`config.mk`:
```
export PLATFORM = sky130hd
export DESIGN_NAME = occupancy_light_mode_controller_top
export DESIGN_NICKNAME = d
export VERILOG_FILES = /design/src/rtl/core/olmc_pkg.sv /design/src/rtl/core/olmc_prep.sv /design/src/rtl/core/occupancy_light_mode_controller_top.sv
export VERILOG_INCLUDE_DIRS = /design/src /design/src/rtl/core
export SDC_FILE = /design/constraint.sdc
export NUM_CORES = 2
export LEC_CHECK = 0
export BUFFER_PORTS_ARGS = -buffer_cell sky130_fd_sc_hd__buf_2
export CORE_MARGIN = 3
export CORE_UTILIZATION = 51
export CTS_CLUSTER_DIAMETER = 50
export DETAILED_ROUTE_END_ITERATION = 10
export GPL_ROUTABILITY_DRIVEN = 0
export MAX_ROUTING_LAYER = met4
export PLACE_DENSITY = 0.79
export SLEW_MARGIN = 20
export SYNTH_ARGS = -nofsm -noshare
export SYNTH_HDL_FRONTEND = slang
export SYNTH_SLANG_ARGS = --single-unit
```
`constraint.sdc`:
```
create_clock -name clk -period 22.8 [get_ports clk]
set_input_delay 4.56 -clock clk [delete_from_list [all_inputs] [get_ports clk]]
set_output_delay 4.56 -clock clk [all_outputs]
set_load 0.1 [all_outputs]
```
`src/rtl/core/occupancy_light_mode_controller_top_assert.svh`:
```
// Assertion macros shared by the lamp controller RTL.
`ifndef OCCUPANCY_LIGHT_MODE_CONTROLLER_TOP_ASSERT_SVH
`define OCCUPANCY_LIGHT_MODE_CONTROLLER_TOP_ASSERT_SVH

// Same-cycle implication, checked outside reset.
`define OLMC_ASSERT_NOW(label, ante, cons, msg) \
  label: assert property (@(posedge clk) disable iff (rst) (ante) |-> (cons)) \
    else $error(msg);

// Next-cycle implication, checked outside reset.
`define OLMC_ASSERT_NEXT(label, ante, cons, msg) \
  label: assert property (@(posedge clk) disable iff (rst) (ante) |=> (cons)) \
    else $error(msg);

`endif

```
`src/rtl/core/olmc_pkg.sv`:
```
// Types, codes and constants shared by the lamp controller RTL.
package olmc_pkg;

  typedef enum logic [1:0] {
    KIND_UPDATE = 2'd0,
    KIND_ON     = 2'd1,
    KIND_OFF    = 2'd2,
    KIND_MANUAL = 2'd3
  } olmc_kind_t;

  localparam logic [2:0] CFG_OFF_DELAY      = 3'd0;
  localparam logic [2:0] CFG_SENSOR_PERIOD  = 3'd1;
  localparam logic [2:0] CFG_RANGE_PERIOD   = 3'd2;
  localparam logic [2:0] CFG_REPORT_PERIOD  = 3'd3;
  localparam logic [2:0] CFG_NEAR_LOW       = 3'd4;
  localparam logic [2:0] CFG_NEAR_HIGH      = 3'd5;

  localparam int unsigned AMBIENT_FULL_SCALE_DEF = 4095;
  localparam int unsigned FULL_SCALE_W = 16;

  localparam int unsigned DUTY_FULL = 100;
  localparam int unsigned DUTY_W    = 7;

  localparam logic [31:0] OFF_DELAY_RST     = 32'd20000;
  localparam logic [15:0] SENSOR_PERIOD_RST = 16'd200;
  localparam logic [15:0] RANGE_PERIOD_RST  = 16'd300;
  localparam logic [15:0] REPORT_PERIOD_RST = 16'd1000;
  localparam logic [15:0] NEAR_LOW_RST      = 16'd20;
  localparam logic [15:0] NEAR_HIGH_RST     = 16'd1200;
  localparam logic [7:0]  MANUAL_LEVEL_RST  = 8'd80;

  // Tenths of a cm to rounded cm: (r + 5) / 10 as an exact reciprocal multiply.
  localparam int unsigned RANGE_SUM_W   = 17;
  localparam logic [16:0] RANGE_ROUND   = 17'd5;
  localparam int unsigned RANGE_SHIFT   = 20;
  localparam logic [16:0] RANGE_RECIP   = 17'd104858;
  localparam int unsigned RANGE_PROD_W  = 34;
  localparam int unsigned CM_W          = 13;

  typedef struct packed {
    logic [1:0]  kind;
    logic [7:0]  level;
    logic [31:0] now_ms;
    logic [11:0] ambient_reading;
    logic        motion_seen;
    logic [15:0] range_tenths;
    logic        range_ok;
  } olmc_in_t;

  typedef struct packed {
    logic        light_on;
    logic [7:0]  brightness;
    logic        report_valid;
    logic [12:0] report_distance_cm;
    logic [11:0] report_ambient;
  } olmc_out_t;

  // Item leaving the scaling pipeline, with its derived values.
  typedef struct packed {
    logic                valid;
    olmc_in_t            item;
    logic [DUTY_W-1:0]   duty;
    logic [CM_W-1:0]     cm;
  } olmc_prep_t;

endpackage

```
`src/rtl/core/olmc_prep.sv`:
```
// Two-stage pipeline that derives the auto duty and the rounded distance of an item.
module olmc_prep #(
  parameter int unsigned AMBIENT_FULL_SCALE = olmc_pkg::AMBIENT_FULL_SCALE_DEF
) (
  input  logic               clk,
  input  logic               rst,
  input  logic               en,
  input  logic               item_valid,
  input  olmc_pkg::olmc_in_t item,
  output olmc_pkg::olmc_prep_t prep
);
  import olmc_pkg::*;

  localparam int unsigned XMax = DUTY_FULL * AMBIENT_FULL_SCALE;
  localparam int unsigned XW = $clog2(XMax + 1);
  localparam longint unsigned ExactBound =
    longint'(XMax) * longint'(AMBIENT_FULL_SCALE) + 1;
  localparam int unsigned Shift = $clog2(ExactBound);
  localparam longint unsigned RecipM =
    ((longint'(1) << Shift) + AMBIENT_FULL_SCALE - 1) / AMBIENT_FULL_SCALE;
  localparam int unsigned MW = $clog2(RecipM + 1);
  localparam int unsigned ProdW = XW + MW;
  localparam logic [FULL_SCALE_W-1:0] FullScale = FULL_SCALE_W'(AMBIENT_FULL_SCALE);

  logic                   v1;
  olmc_in_t               item1;
  logic [XW-1:0]          scaled;
  logic [RANGE_SUM_W-1:0] range_sum;

  logic [FULL_SCALE_W-1:0] headroom;
  logic [ProdW-1:0]        duty_prod;
  logic [RANGE_PROD_W-1:0] cm_prod;

  // Ambient above full scale gives no auto light.
  assign headroom = ({4'd0, item.ambient_reading} > FullScale) ? '0
                  : FullScale - {4'd0, item.ambient_reading};

  assign duty_prod = ProdW'(scaled) * ProdW'(RecipM);
  assign cm_prod   = RANGE_PROD_W'(range_sum) * RANGE_PROD_W'(RANGE_RECIP);

  always_ff @(posedge clk) begin
    if (rst) begin
      v1         <= 1'b0;
      prep.valid <= 1'b0;
    end else if (en) begin
      v1         <= item_valid;
      prep.valid <= v1;
    end
    if (en) begin
      item1     <= item;
      scaled    <= XW'(headroom * DUTY_FULL);
      range_sum <= {1'b0, item.range_tenths} + RANGE_ROUND;
      prep.item <= item1;
      prep.duty <= duty_prod[Shift +: DUTY_W];
      prep.cm   <= cm_prod[RANGE_SHIFT +: CM_W];
    end
  end

endmodule

```
`src/rtl/core/occupancy_light_mode_controller_top.sv`:
```
// Top level of the occupancy lamp mode controller.
//
//   channel | direction | handshake                  | beat
//   --------+-----------+----------------------------+---------------------------------
//   item    | in        | item_valid / item_stall    | command or sensor update
//   result  | out       | result_valid / result_stall| lamp state and optional report
//   cfg     | in        | cfg_valid / cfg_ready      | register index and write data
//
// One item beat can be taken every cycle while item_stall is low. An update beat
// passes through the first scaling stage, then the second, and then the state stage
// loads the result register, from which the beat is offered on the result channel.
// Command beats give no result.
// The whole pipeline holds while a result waits under result_stall, so item_stall
// follows result_stall in the same cycle.
// rst is synchronous and clears the pipeline valids, the mode and the timers;
// the configuration port is always ready.
module occupancy_light_mode_controller_top #(
  parameter int unsigned AMBIENT_FULL_SCALE = olmc_pkg::AMBIENT_FULL_SCALE_DEF
) (
  input  logic                clk,
  input  logic                rst,
  input  logic                item_valid,
  output logic                item_stall,
  input  olmc_pkg::olmc_in_t  item,
  output logic                result_valid,
  input  logic                result_stall,
  output olmc_pkg::olmc_out_t result,
  input  logic                cfg_valid,
  output logic                cfg_ready,
  input  logic [2:0]          cfg_index,
  input  logic [31:0]         cfg_data
);
  import olmc_pkg::*;

  // Configuration registers.
  logic [31:0] off_delay_ms;
  logic [15:0] sensor_period_ms;
  logic [15:0] distance_period_ms;
  logic [15:0] report_period_ms;
  logic [15:0] near_low_tenths;
  logic [15:0] near_high_tenths;

  // Controller state. The duty and the rounded distance are kept next to the
  // readings they were derived from.
  olmc_kind_t        mode;
  logic [7:0]        manual_level;
  logic [31:0]       last_presence_ms;
  logic [31:0]       last_sensor_ms;
  logic [31:0]       last_range_ms;
  logic [31:0]       last_report_ms;
  logic [11:0]       ambient_latched;
  logic [DUTY_W-1:0] duty_latched;
  logic              motion_latched;
  logic [15:0]       range_latched;
  logic [CM_W-1:0]   cm_latched;
  logic              range_valid_latched;

  olmc_prep_t prep;
  logic       en;
  logic       is_update;
  logic       is_command;

  // The pipeline moves whenever the result register is free or being emptied.
  assign en         = !result_valid || !result_stall;
  assign item_stall = !en;
  assign cfg_ready  = 1'b1;

  olmc_prep #(
    .AMBIENT_FULL_SCALE(AMBIENT_FULL_SCALE)
  ) u_prep (
    .clk       (clk),
    .rst       (rst),
    .en        (en),
    .item_valid(item_valid),
    .item      (item),
    .prep      (prep)
  );

  assign is_update  = prep.valid && (prep.item.kind == KIND_UPDATE);
  assign is_command = prep.valid && (prep.item.kind != KIND_UPDATE);

  // Next state for an update beat.
  logic [31:0]       sensor_age;
  logic [31:0]       range_age;
  logic [31:0]       report_age;
  logic [31:0]       presence_age;
  logic              sensor_due;
  logic              range_due;
  logic              report_due;
  logic [11:0]       ambient_next;
  logic [DUTY_W-1:0] duty_next;
  logic              motion_next;
  logic [15:0]       range_next;
  logic [CM_W-1:0]   cm_next;
  logic              range_valid_next;
  logic              near;
  logic [31:0]       last_presence_next;
  olmc_out_t         result_next;

  always_comb begin
    sensor_age = prep.item.now_ms - last_sensor_ms;
    range_age  = prep.item.now_ms - last_range_ms;
    report_age = prep.item.now_ms - last_report_ms;
    sensor_due = sensor_age >= {16'd0, sensor_period_ms};
    range_due  = range_age >= {16'd0, distance_period_ms};
    report_due = report_age >= {16'd0, report_period_ms};

    ambient_next     = sensor_due ? prep.item.ambient_reading : ambient_latched;
    duty_next        = sensor_due ? prep.duty : duty_latched;
    motion_next      = sensor_due ? prep.item.motion_seen : motion_latched;
    range_next       = range_due ? prep.item.range_tenths : range_latched;
    cm_next          = range_due ? prep.cm : cm_latched;
    range_valid_next = range_due ? prep.item.range_ok : range_valid_latched;

    // A valid distance strictly inside the near window counts as presence.
    near = range_valid_next && (range_next > near_low_tenths)
        && (range_next < near_high_tenths);
    last_presence_next = (motion_next || near) ? prep.item.now_ms : last_presence_ms;
    presence_age       = prep.item.now_ms - last_presence_next;

    result_next = '0;
    unique case (mode)
      KIND_ON: begin
        result_next.light_on   = 1'b1;
        result_next.brightness = 8'(DUTY_FULL);
      end
      KIND_OFF: begin
        result_next.light_on   = 1'b0;
        result_next.brightness = '0;
      end
      KIND_MANUAL: begin
        result_next.light_on   = 1'b1;
        result_next.brightness = manual_level;
      end
      KIND_UPDATE: begin
        result_next.light_on   = presence_age <= off_delay_ms;
        result_next.brightness = result_next.light_on ? {1'b0, duty_next} : '0;
      end
      default: begin
        result_next.light_on   = 1'b0;
        result_next.brightness = '0;
      end
    endcase

    if (report_due) begin
      result_next.report_valid       = 1'b1;
      result_next.report_distance_cm =
        (range_valid_next && (range_next != 16'd0)) ? cm_next : '0;
      result_next.report_ambient     = ambient_next;
    end
  end

  always_ff @(posedge clk) begin
    if (rst) begin
      off_delay_ms        <= OFF_DELAY_RST;
      sensor_period_ms    <= SENSOR_PERIOD_RST;
      distance_period_ms  <= RANGE_PERIOD_RST;
      report_period_ms    <= REPORT_PERIOD_RST;
      near_low_tenths     <= NEAR_LOW_RST;
      near_high_tenths    <= NEAR_HIGH_RST;
      mode                <= KIND_UPDATE;
      manual_level        <= MANUAL_LEVEL_RST;
      last_presence_ms    <= '0;
      last_sensor_ms      <= '0;
      last_range_ms       <= '0;
      last_report_ms      <= '0;
      ambient_latched     <= '0;
      // A dark room (ambient zero) gives the full auto duty.
      duty_latched        <= DUTY_W'(DUTY_FULL);
      motion_latched      <= 1'b0;
      range_latched       <= '0;
      cm_latched          <= '0;
      range_valid_latched <= 1'b0;
      result_valid        <= 1'b0;
    end else begin
      if (cfg_valid && cfg_ready) begin
        unique case (cfg_index)
          CFG_OFF_DELAY:     off_delay_ms       <= cfg_data;
          CFG_SENSOR_PERIOD: sensor_period_ms   <= cfg_data[15:0];
          CFG_RANGE_PERIOD:  distance_period_ms <= cfg_data[15:0];
          CFG_REPORT_PERIOD: report_period_ms   <= cfg_data[15:0];
          CFG_NEAR_LOW:      near_low_tenths    <= cfg_data[15:0];
          CFG_NEAR_HIGH:     near_high_tenths   <= cfg_data[15:0];
          default: ;
        endcase
      end
      if (en) begin
        result_valid <= is_update;
        if (is_command) begin
          mode <= olmc_kind_t'(prep.item.kind);
          if (prep.item.kind == KIND_MANUAL) begin
            manual_level <= prep.item.level;
          end
        end
        if (is_update) begin
          if (sensor_due) begin
            last_sensor_ms <= prep.item.now_ms;
          end
          if (range_due) begin
            last_range_ms <= prep.item.now_ms;
          end
          if (report_due) begin
            last_report_ms <= prep.item.now_ms;
          end
          ambient_latched     <= ambient_next;
          duty_latched        <= duty_next;
          motion_latched      <= motion_next;
          range_latched       <= range_next;
          cm_latched          <= cm_next;
          range_valid_latched <= range_valid_next;
          last_presence_ms    <= last_presence_next;
        end
      end
    end
  end

  // The result register itself needs no reset.
  always_ff @(posedge clk) begin
    if (en && is_update) begin
      result <= result_next;
    end
  end

  `include "occupancy_light_mode_controller_top_assert.svh"

  // A command beat leaving the pipeline never produces a result beat.
  `OLMC_ASSERT_NEXT(a_cmd_silent, en && is_command, !result_valid, "command produced a result")
  // A dark lamp never reports a brightness.
  `OLMC_ASSERT_NOW(a_dark_zero, result_valid && !result.light_on, result.brightness == 8'd0, "brightness while off")
  // Report fields are zero unless a report is flagged.
  `OLMC_ASSERT_NOW(a_report_zero, result_valid && !result.report_valid, (result.report_distance_cm == '0) && (result.report_ambient == '0), "stale report fields")
  // Forced-on mode always gives full brightness.
  `OLMC_ASSERT_NEXT(a_force_on, en && is_update && (mode == KIND_ON), result.light_on && (result.brightness == 8'(DUTY_FULL)), "forced-on result wrong")

endmodule
```
# Yosys cells after proc, flatten, opt, wreduce, memory -nomap -nowiden
# Cells that the tools add are included.
dict set report classes {
  addsub 6
  n_mul 3
  order_cmp 6
  eq_ne 9
  n_mux 11
  n_reduce_logical 29
}
# operator count
set op_table {}
lappend op_table {{32-bit subtractor} 4}
lappend op_table {{32-bit by 16-bit greater-or-equal comparator with 1-bit output} 3}
lappend op_table {{17-bit by 20-bit multiplier with 36-bit output, second input constant} 1}
lappend op_table {{9-bit case mux with 4 select lines} 1}
lappend op_table {{32-bit <= comparator} 1}
lappend op_table {{17-bit by 16-bit multiplier with 32-bit output, second input constant} 1}
lappend op_table {{32-bit two-way mux} 1}
lappend op_table {{13-bit two-way mux} 2}
lappend op_table {{26-bit two-way mux} 1}
lappend op_table {{2-bit AND reduction} 9}
lappend op_table {{16-bit by 3-bit adder with 17-bit output, second input constant} 1}
lappend op_table {{16-bit by 5-bit multiplier with 17-bit output, second input constant} 1}
lappend op_table {{16-bit > comparator} 1}
lappend op_table {{16-bit less-than comparator} 1}
lappend op_table {{16-bit two-way mux} 1}
lappend op_table {{16-bit nonzero test} 1}
lappend op_table {{7-bit two-way mux} 2}
lappend op_table {{12-bit by 12-bit subtractor with 13-bit output, first input constant} 1}
lappend op_table {{12-bit two-way mux} 1}
lappend op_table {{3-bit AND reduction} 4}
lappend op_table {{2-bit == test, second input constant} 3}
lappend op_table {{3-bit by 2-bit == test with 1-bit output, second input constant} 2}
lappend op_table {{3-bit == test, second input constant} 2}
lappend op_table {{1-bit logical AND} 6}
lappend op_table {{8 further kinds} 13}
dict set report word_totals {
  ff_bits 536
  inputBits 112
  output_inout_bits 38
  wordCells 108
}

# Depth between registers and ports, before layout
dict set report logic_depth {
  word_depth 12
  depth_mapped 59
  ltp_nobuf 57
}

# By module
# From an unflattened synthesis, not the netlist that was laid out.
dict set report unflattened {
  hier_cells 3864
  area_unflattened_um2 36129.7
}
# module instances cells_each area_each_um2
set modules_own_cells {}
lappend modules_own_cells {occupancy_light_mode_controller_top 1 2941 23249.8}
lappend modules_own_cells {olmc_prep 1 923 12879.9}

# Least setup slack after synthesis
# Ideal clock, no wire load.
dict set report synth_timing {
  path_type {input port to output port}
  start {input result_stall}
  end {output item_stall}
  t_arrival_ns 11.150
  setup_slack_ns 7.090
  cell_stages 2
  n_path_buf 0
  path_cell_list {nand2_1 > inv_1}
}
dict set report synth_via {
  elab_chain_cells 3
}
# item line
set synth_lines {}
lappend synth_lines {{start, declared} occupancy_light_mode_controller_top.sv:26} ;# input logic result_stall,
lappend synth_lines {{1-bit logical NOT} occupancy_light_mode_controller_top.sv:64} ;# assign en = !result_valid || !result_stall;
lappend synth_lines {{1-bit logical OR} occupancy_light_mode_controller_top.sv:64}
lappend synth_lines {{1-bit logical NOT} occupancy_light_mode_controller_top.sv:65} ;# assign item_stall = !en;
lappend synth_lines {{end, declared} occupancy_light_mode_controller_top.sv:23} ;# output logic item_stall,
# Every way passes these cells.

==> summary.txt <==
Outcome - complete, no violations
WP data required - 23.28 ns
Fmax - 72.1 MHz
Leading area contributor after synthesis - edfxtp_1
Total setup buffers inserted after CTS - 0
Library cells used by synthesis - 82
Slew margin rel. - 0.327
Most used cell, CP - a21o_1
# port buffers - 148
# DRC - 0
Total die area - 73000 um^2
I/O pin count - 150
Clock Latency Late Sink - 0.65 ns
Placed cell count - 4809
Cell with the most instances after synthesis - nand2_1
DR WL/cell - 19.2 um
Tcrit/Tclk final - 0.608
Die X - 270 um
Hold Path Stages - 0
H-tree depth - 3
Antenna viol nets, final - 0
Crit path max fanout - 34
Fin crit period - 13.87 ns
HP Class - reg -> reg
Initial antenna violation count - 5
Async SR Flop Fraction - 0
Initial detailed-routing violation count - 2224
Estimated wirelength of the detail-placed design - 68800 um
Reg2reg start - u_prep.prep[51]$_DFFE_PN_
Leakage - 16.6 nW
Die H - 270 um
Maximum resistive drop on vdd - 0.0913 mV
Most frequent cells after synthesis - 522 x nand2_1, 461 x ha_1, 432 x inv_1
Count of pins over their slew limit - 0
CTS tree - done
Reg-to-Reg End - result[27]$_DFFE_PP_
DRT Wirelength - 95000 um
CP Launch Type - register
Slowest cell delay on critical path - 0.65 ns
Reg-to-reg slack, setup - 8.93 ns
Nets - 4624
Initial core utilization - 0.517
Routed vias - 28748
Finished Core Util - 0.577
Core area - 68800 um^2
First-pass GRT wire length - 150000 um
Avg Cell Area, Syn - 9.28 um^2
Final Hold Fails - 0
Setup_tns - 0 ns
CTS buffer count - 72
Post-CTS Hold Buffers - 0
Post_cts resized - 0
Synth Instances - 3835
Slowest CP cell - edfxtp_1
# fillers - 5712
Clock root cell - clkbuf_16
Vias per cell - 5.81
Synthesized area - 35600 um^2
Post-Syn Nets - 4507
P&R area growth vs syn - 11.6%
Max Cap Viol - 0
Largest net degree at the start of global routing - 80
Post-synth EDFFs - 233
Clk_skew - 0.0523 ns
Finished Layout Cells - 4946
Sequential fraction of the synthesis area - 0.367
RSZ-0062 raised after global routing - no
Clk sinks - 536
Number of global-route vias before repair - 28155
Crit Path Class - reg -> reg
Yosys warns - 0
Top cells by area, synth - edfxtp_1 20%, dfxtp_1 17%, ha_1 16%, fa_1 5.6%, nand2_1 5.5%
Flops & latches, synth - 536
Design area - 39700 um^2
All-Layer GR Usage - 0.263
Final Worst Setup Slack - 8.93 ns
CP delay by family, top - compound AO/OA/AOI/OAI gates
Power Density - 93.8 nW/um^2
WP buf/inv - 3
Reg2Reg Depth - 56
Placement Setup Slack - 9.30 ns
Longest Clk Path Bufs - 3
Layout cells sized above 1 - 0.0962
Critical path arrival - 14.35 ns
Reg clk slew, reported paths - 0.06 ns
Detailed Routing Iterations Pass 1 - 5
Rows - 96
Hold path start - u_prep.item1[44]$_DFFE_PN_
Overflow after GRT - 0
Endpoints failing setup - 0
WHS Endpoint - u_prep.prep[64]$_DFFE_PN_
Top FF cell, synth - dfxtp_1
Placed Area - 37200 um^2
CP Capture Type - register
Synth top area share - 0.196
Worst-Margin Slew - 1.00 ns
-- through the flow --
stage	total power, mW	hold slack [ns]
4_1_cts	3.74	0.403
5_1_grt	3.99	0.409
3_5_place_dp	2.56	0.405
3_3_place_gp	2.50	0.400
2_1_floorplan	2.20	0.400
6_report	3.73	0.407
-- state kept, by name, summed over array words and instances (netlist names), 2 cells and up --
name,count
last_sensor_ms,32
sensor_period_ms,16
manual_level,8
ambient_latched,12
range_latched,16
u_prep.item1,72
near_high_tenths,16
mode,2
result,35
u_prep.range_sum,17
last_range_ms,32
near_low_tenths,16
last_report_ms,32
u_prep.scaled,17
report_period_ms,16
off_delay_ms,32
last_presence_ms,32
u_prep.prep,93
duty_latched,7
cm_latched,13
distance_period_ms,16
-- layout by cell type, fill, tap and decap left out, types with 18 or more instances in the layout --
master     synthesis  routed
mux2i_1          107     107
o21a_1            33      33
ha_1             461     461
a21o_1            75      75
nand4_1           38      38
mux2_2            18      18
nand2b_1          40      37
o21ai_0          153     153
and3_1            26      26
buf_2              9     147
xnor2_1           91      91
nand2_1          522     520
edfxtp_1         233     233
o211ai_1          48      48
nand3_1           93      93
inv_1            432     432
buf_4              2      33
nor3_1            78      77
a21oi_1          368     368
nor4_1            19      19
clkbuf_16          0      75
xor2_1            37      37
a31o_2            37      37
nor2_1           125     123
fa_1              99      99
o21bai_1          26      26
nor2b_1           36      36
dfxtp_1          303     303
-- cell type report --
cell class | count | area [um^2] | share of cell area
antenna | 4 | 10.0 | 0.000252
tap | 931 | 1160 | 0.0293
clock buffer | 91 | 1990 | 0.0500
inverter | 434 | 1630 | 0.0411
multi-input combinational | 2727 | 20400 | 0.513
timing repair buffer | 181 | 995 | 0.0250
clock inverter | 42 | 497 | 0.0125
sequential | 536 | 13100 | 0.329
-- routing by layer --
| layer | share of wire | up-vias | GRT usage | wire (um) |
|---|---|---|---|---|
| li1 | - | 13679 | - | - |
| met1 | 0.42 | 13692 | 0.333 | 39500 |
| met2 | 0.47 | 1130 | 0.425 | 44700 |
| met3 | 0.076 | 247 | 0.0367 | 7170 |
| met4 | 0.038 | 0 | 0.109 | 3630 |
| met5 | 0 | - | - | 0 |
-- report_power, final --
| part | switching, mW | total [mW] | internal, mW |
|---|---|---|---|
| sequential | 0.0502 | 1.16 | 1.11 |
| combinational | 0.809 | 1.43 | 0.616 |
| clock | 0.479 | 1.15 | 0.667 |
| total | 1.34 | 3.73 | 2.39 |
-- worst max-delay path by stage --
| stage | start | to | slack [ns] | depth (start not counted) |
|---|---|---|---|---|
| CTS | u_prep.prep[51]$_DFFE_PN_ | result[27]$_DFFE_PP_ | 9.10 | 56 |
| finish | u_prep.prep[51]$_DFFE_PN_ | result[27]$_DFFE_PP_ | 8.93 | 56 |
| global placement | u_prep.prep[51]$_DFFE_PN_ | result[26]$_DFFE_PP_ | 9.62 | 57 |
| global route | u_prep.prep[51]$_DFFE_PN_ | result[27]$_DFFE_PP_ | 8.01 | 56 |
| floorplan | result_stall | item_stall | 7.09 | 2 |
| detailed placement | u_prep.prep[51]$_DFFE_PN_ | result[27]$_DFFE_PP_ | 9.30 | 56 |
-- cell families (layout without fill, tap and decap cells) --
group,count (synthesis),count (layout),share of synthesized area
compound gates,861,861,0.150
mux,128,128,0.0368
buf+inv,572,748,0.0621
xor+xnor,128,128,0.0315
flops,536,536,0.367
fa+ha+maj,560,560,0.218
other cells,1,5,0.000105
simple gates,1049,1049,0.135
-- worst reg2reg max path: cells and delay by family (launching register included) --
family / cells / cell delay (ns)
AO/OA/AOI/OAI: 26 / 5.62
AND/OR/NAND/NOR: 16 / 3.03
adder cells (fa/ha/maj): 6 / 1.77
multiplexers: 4 / 1.25
buffers and inverters: 3 / 1.22
flip-flops: 1 / 0.65
XOR/XNOR: 1 / 0.18
Note: power is estimated with default switching activity, not from simulation.
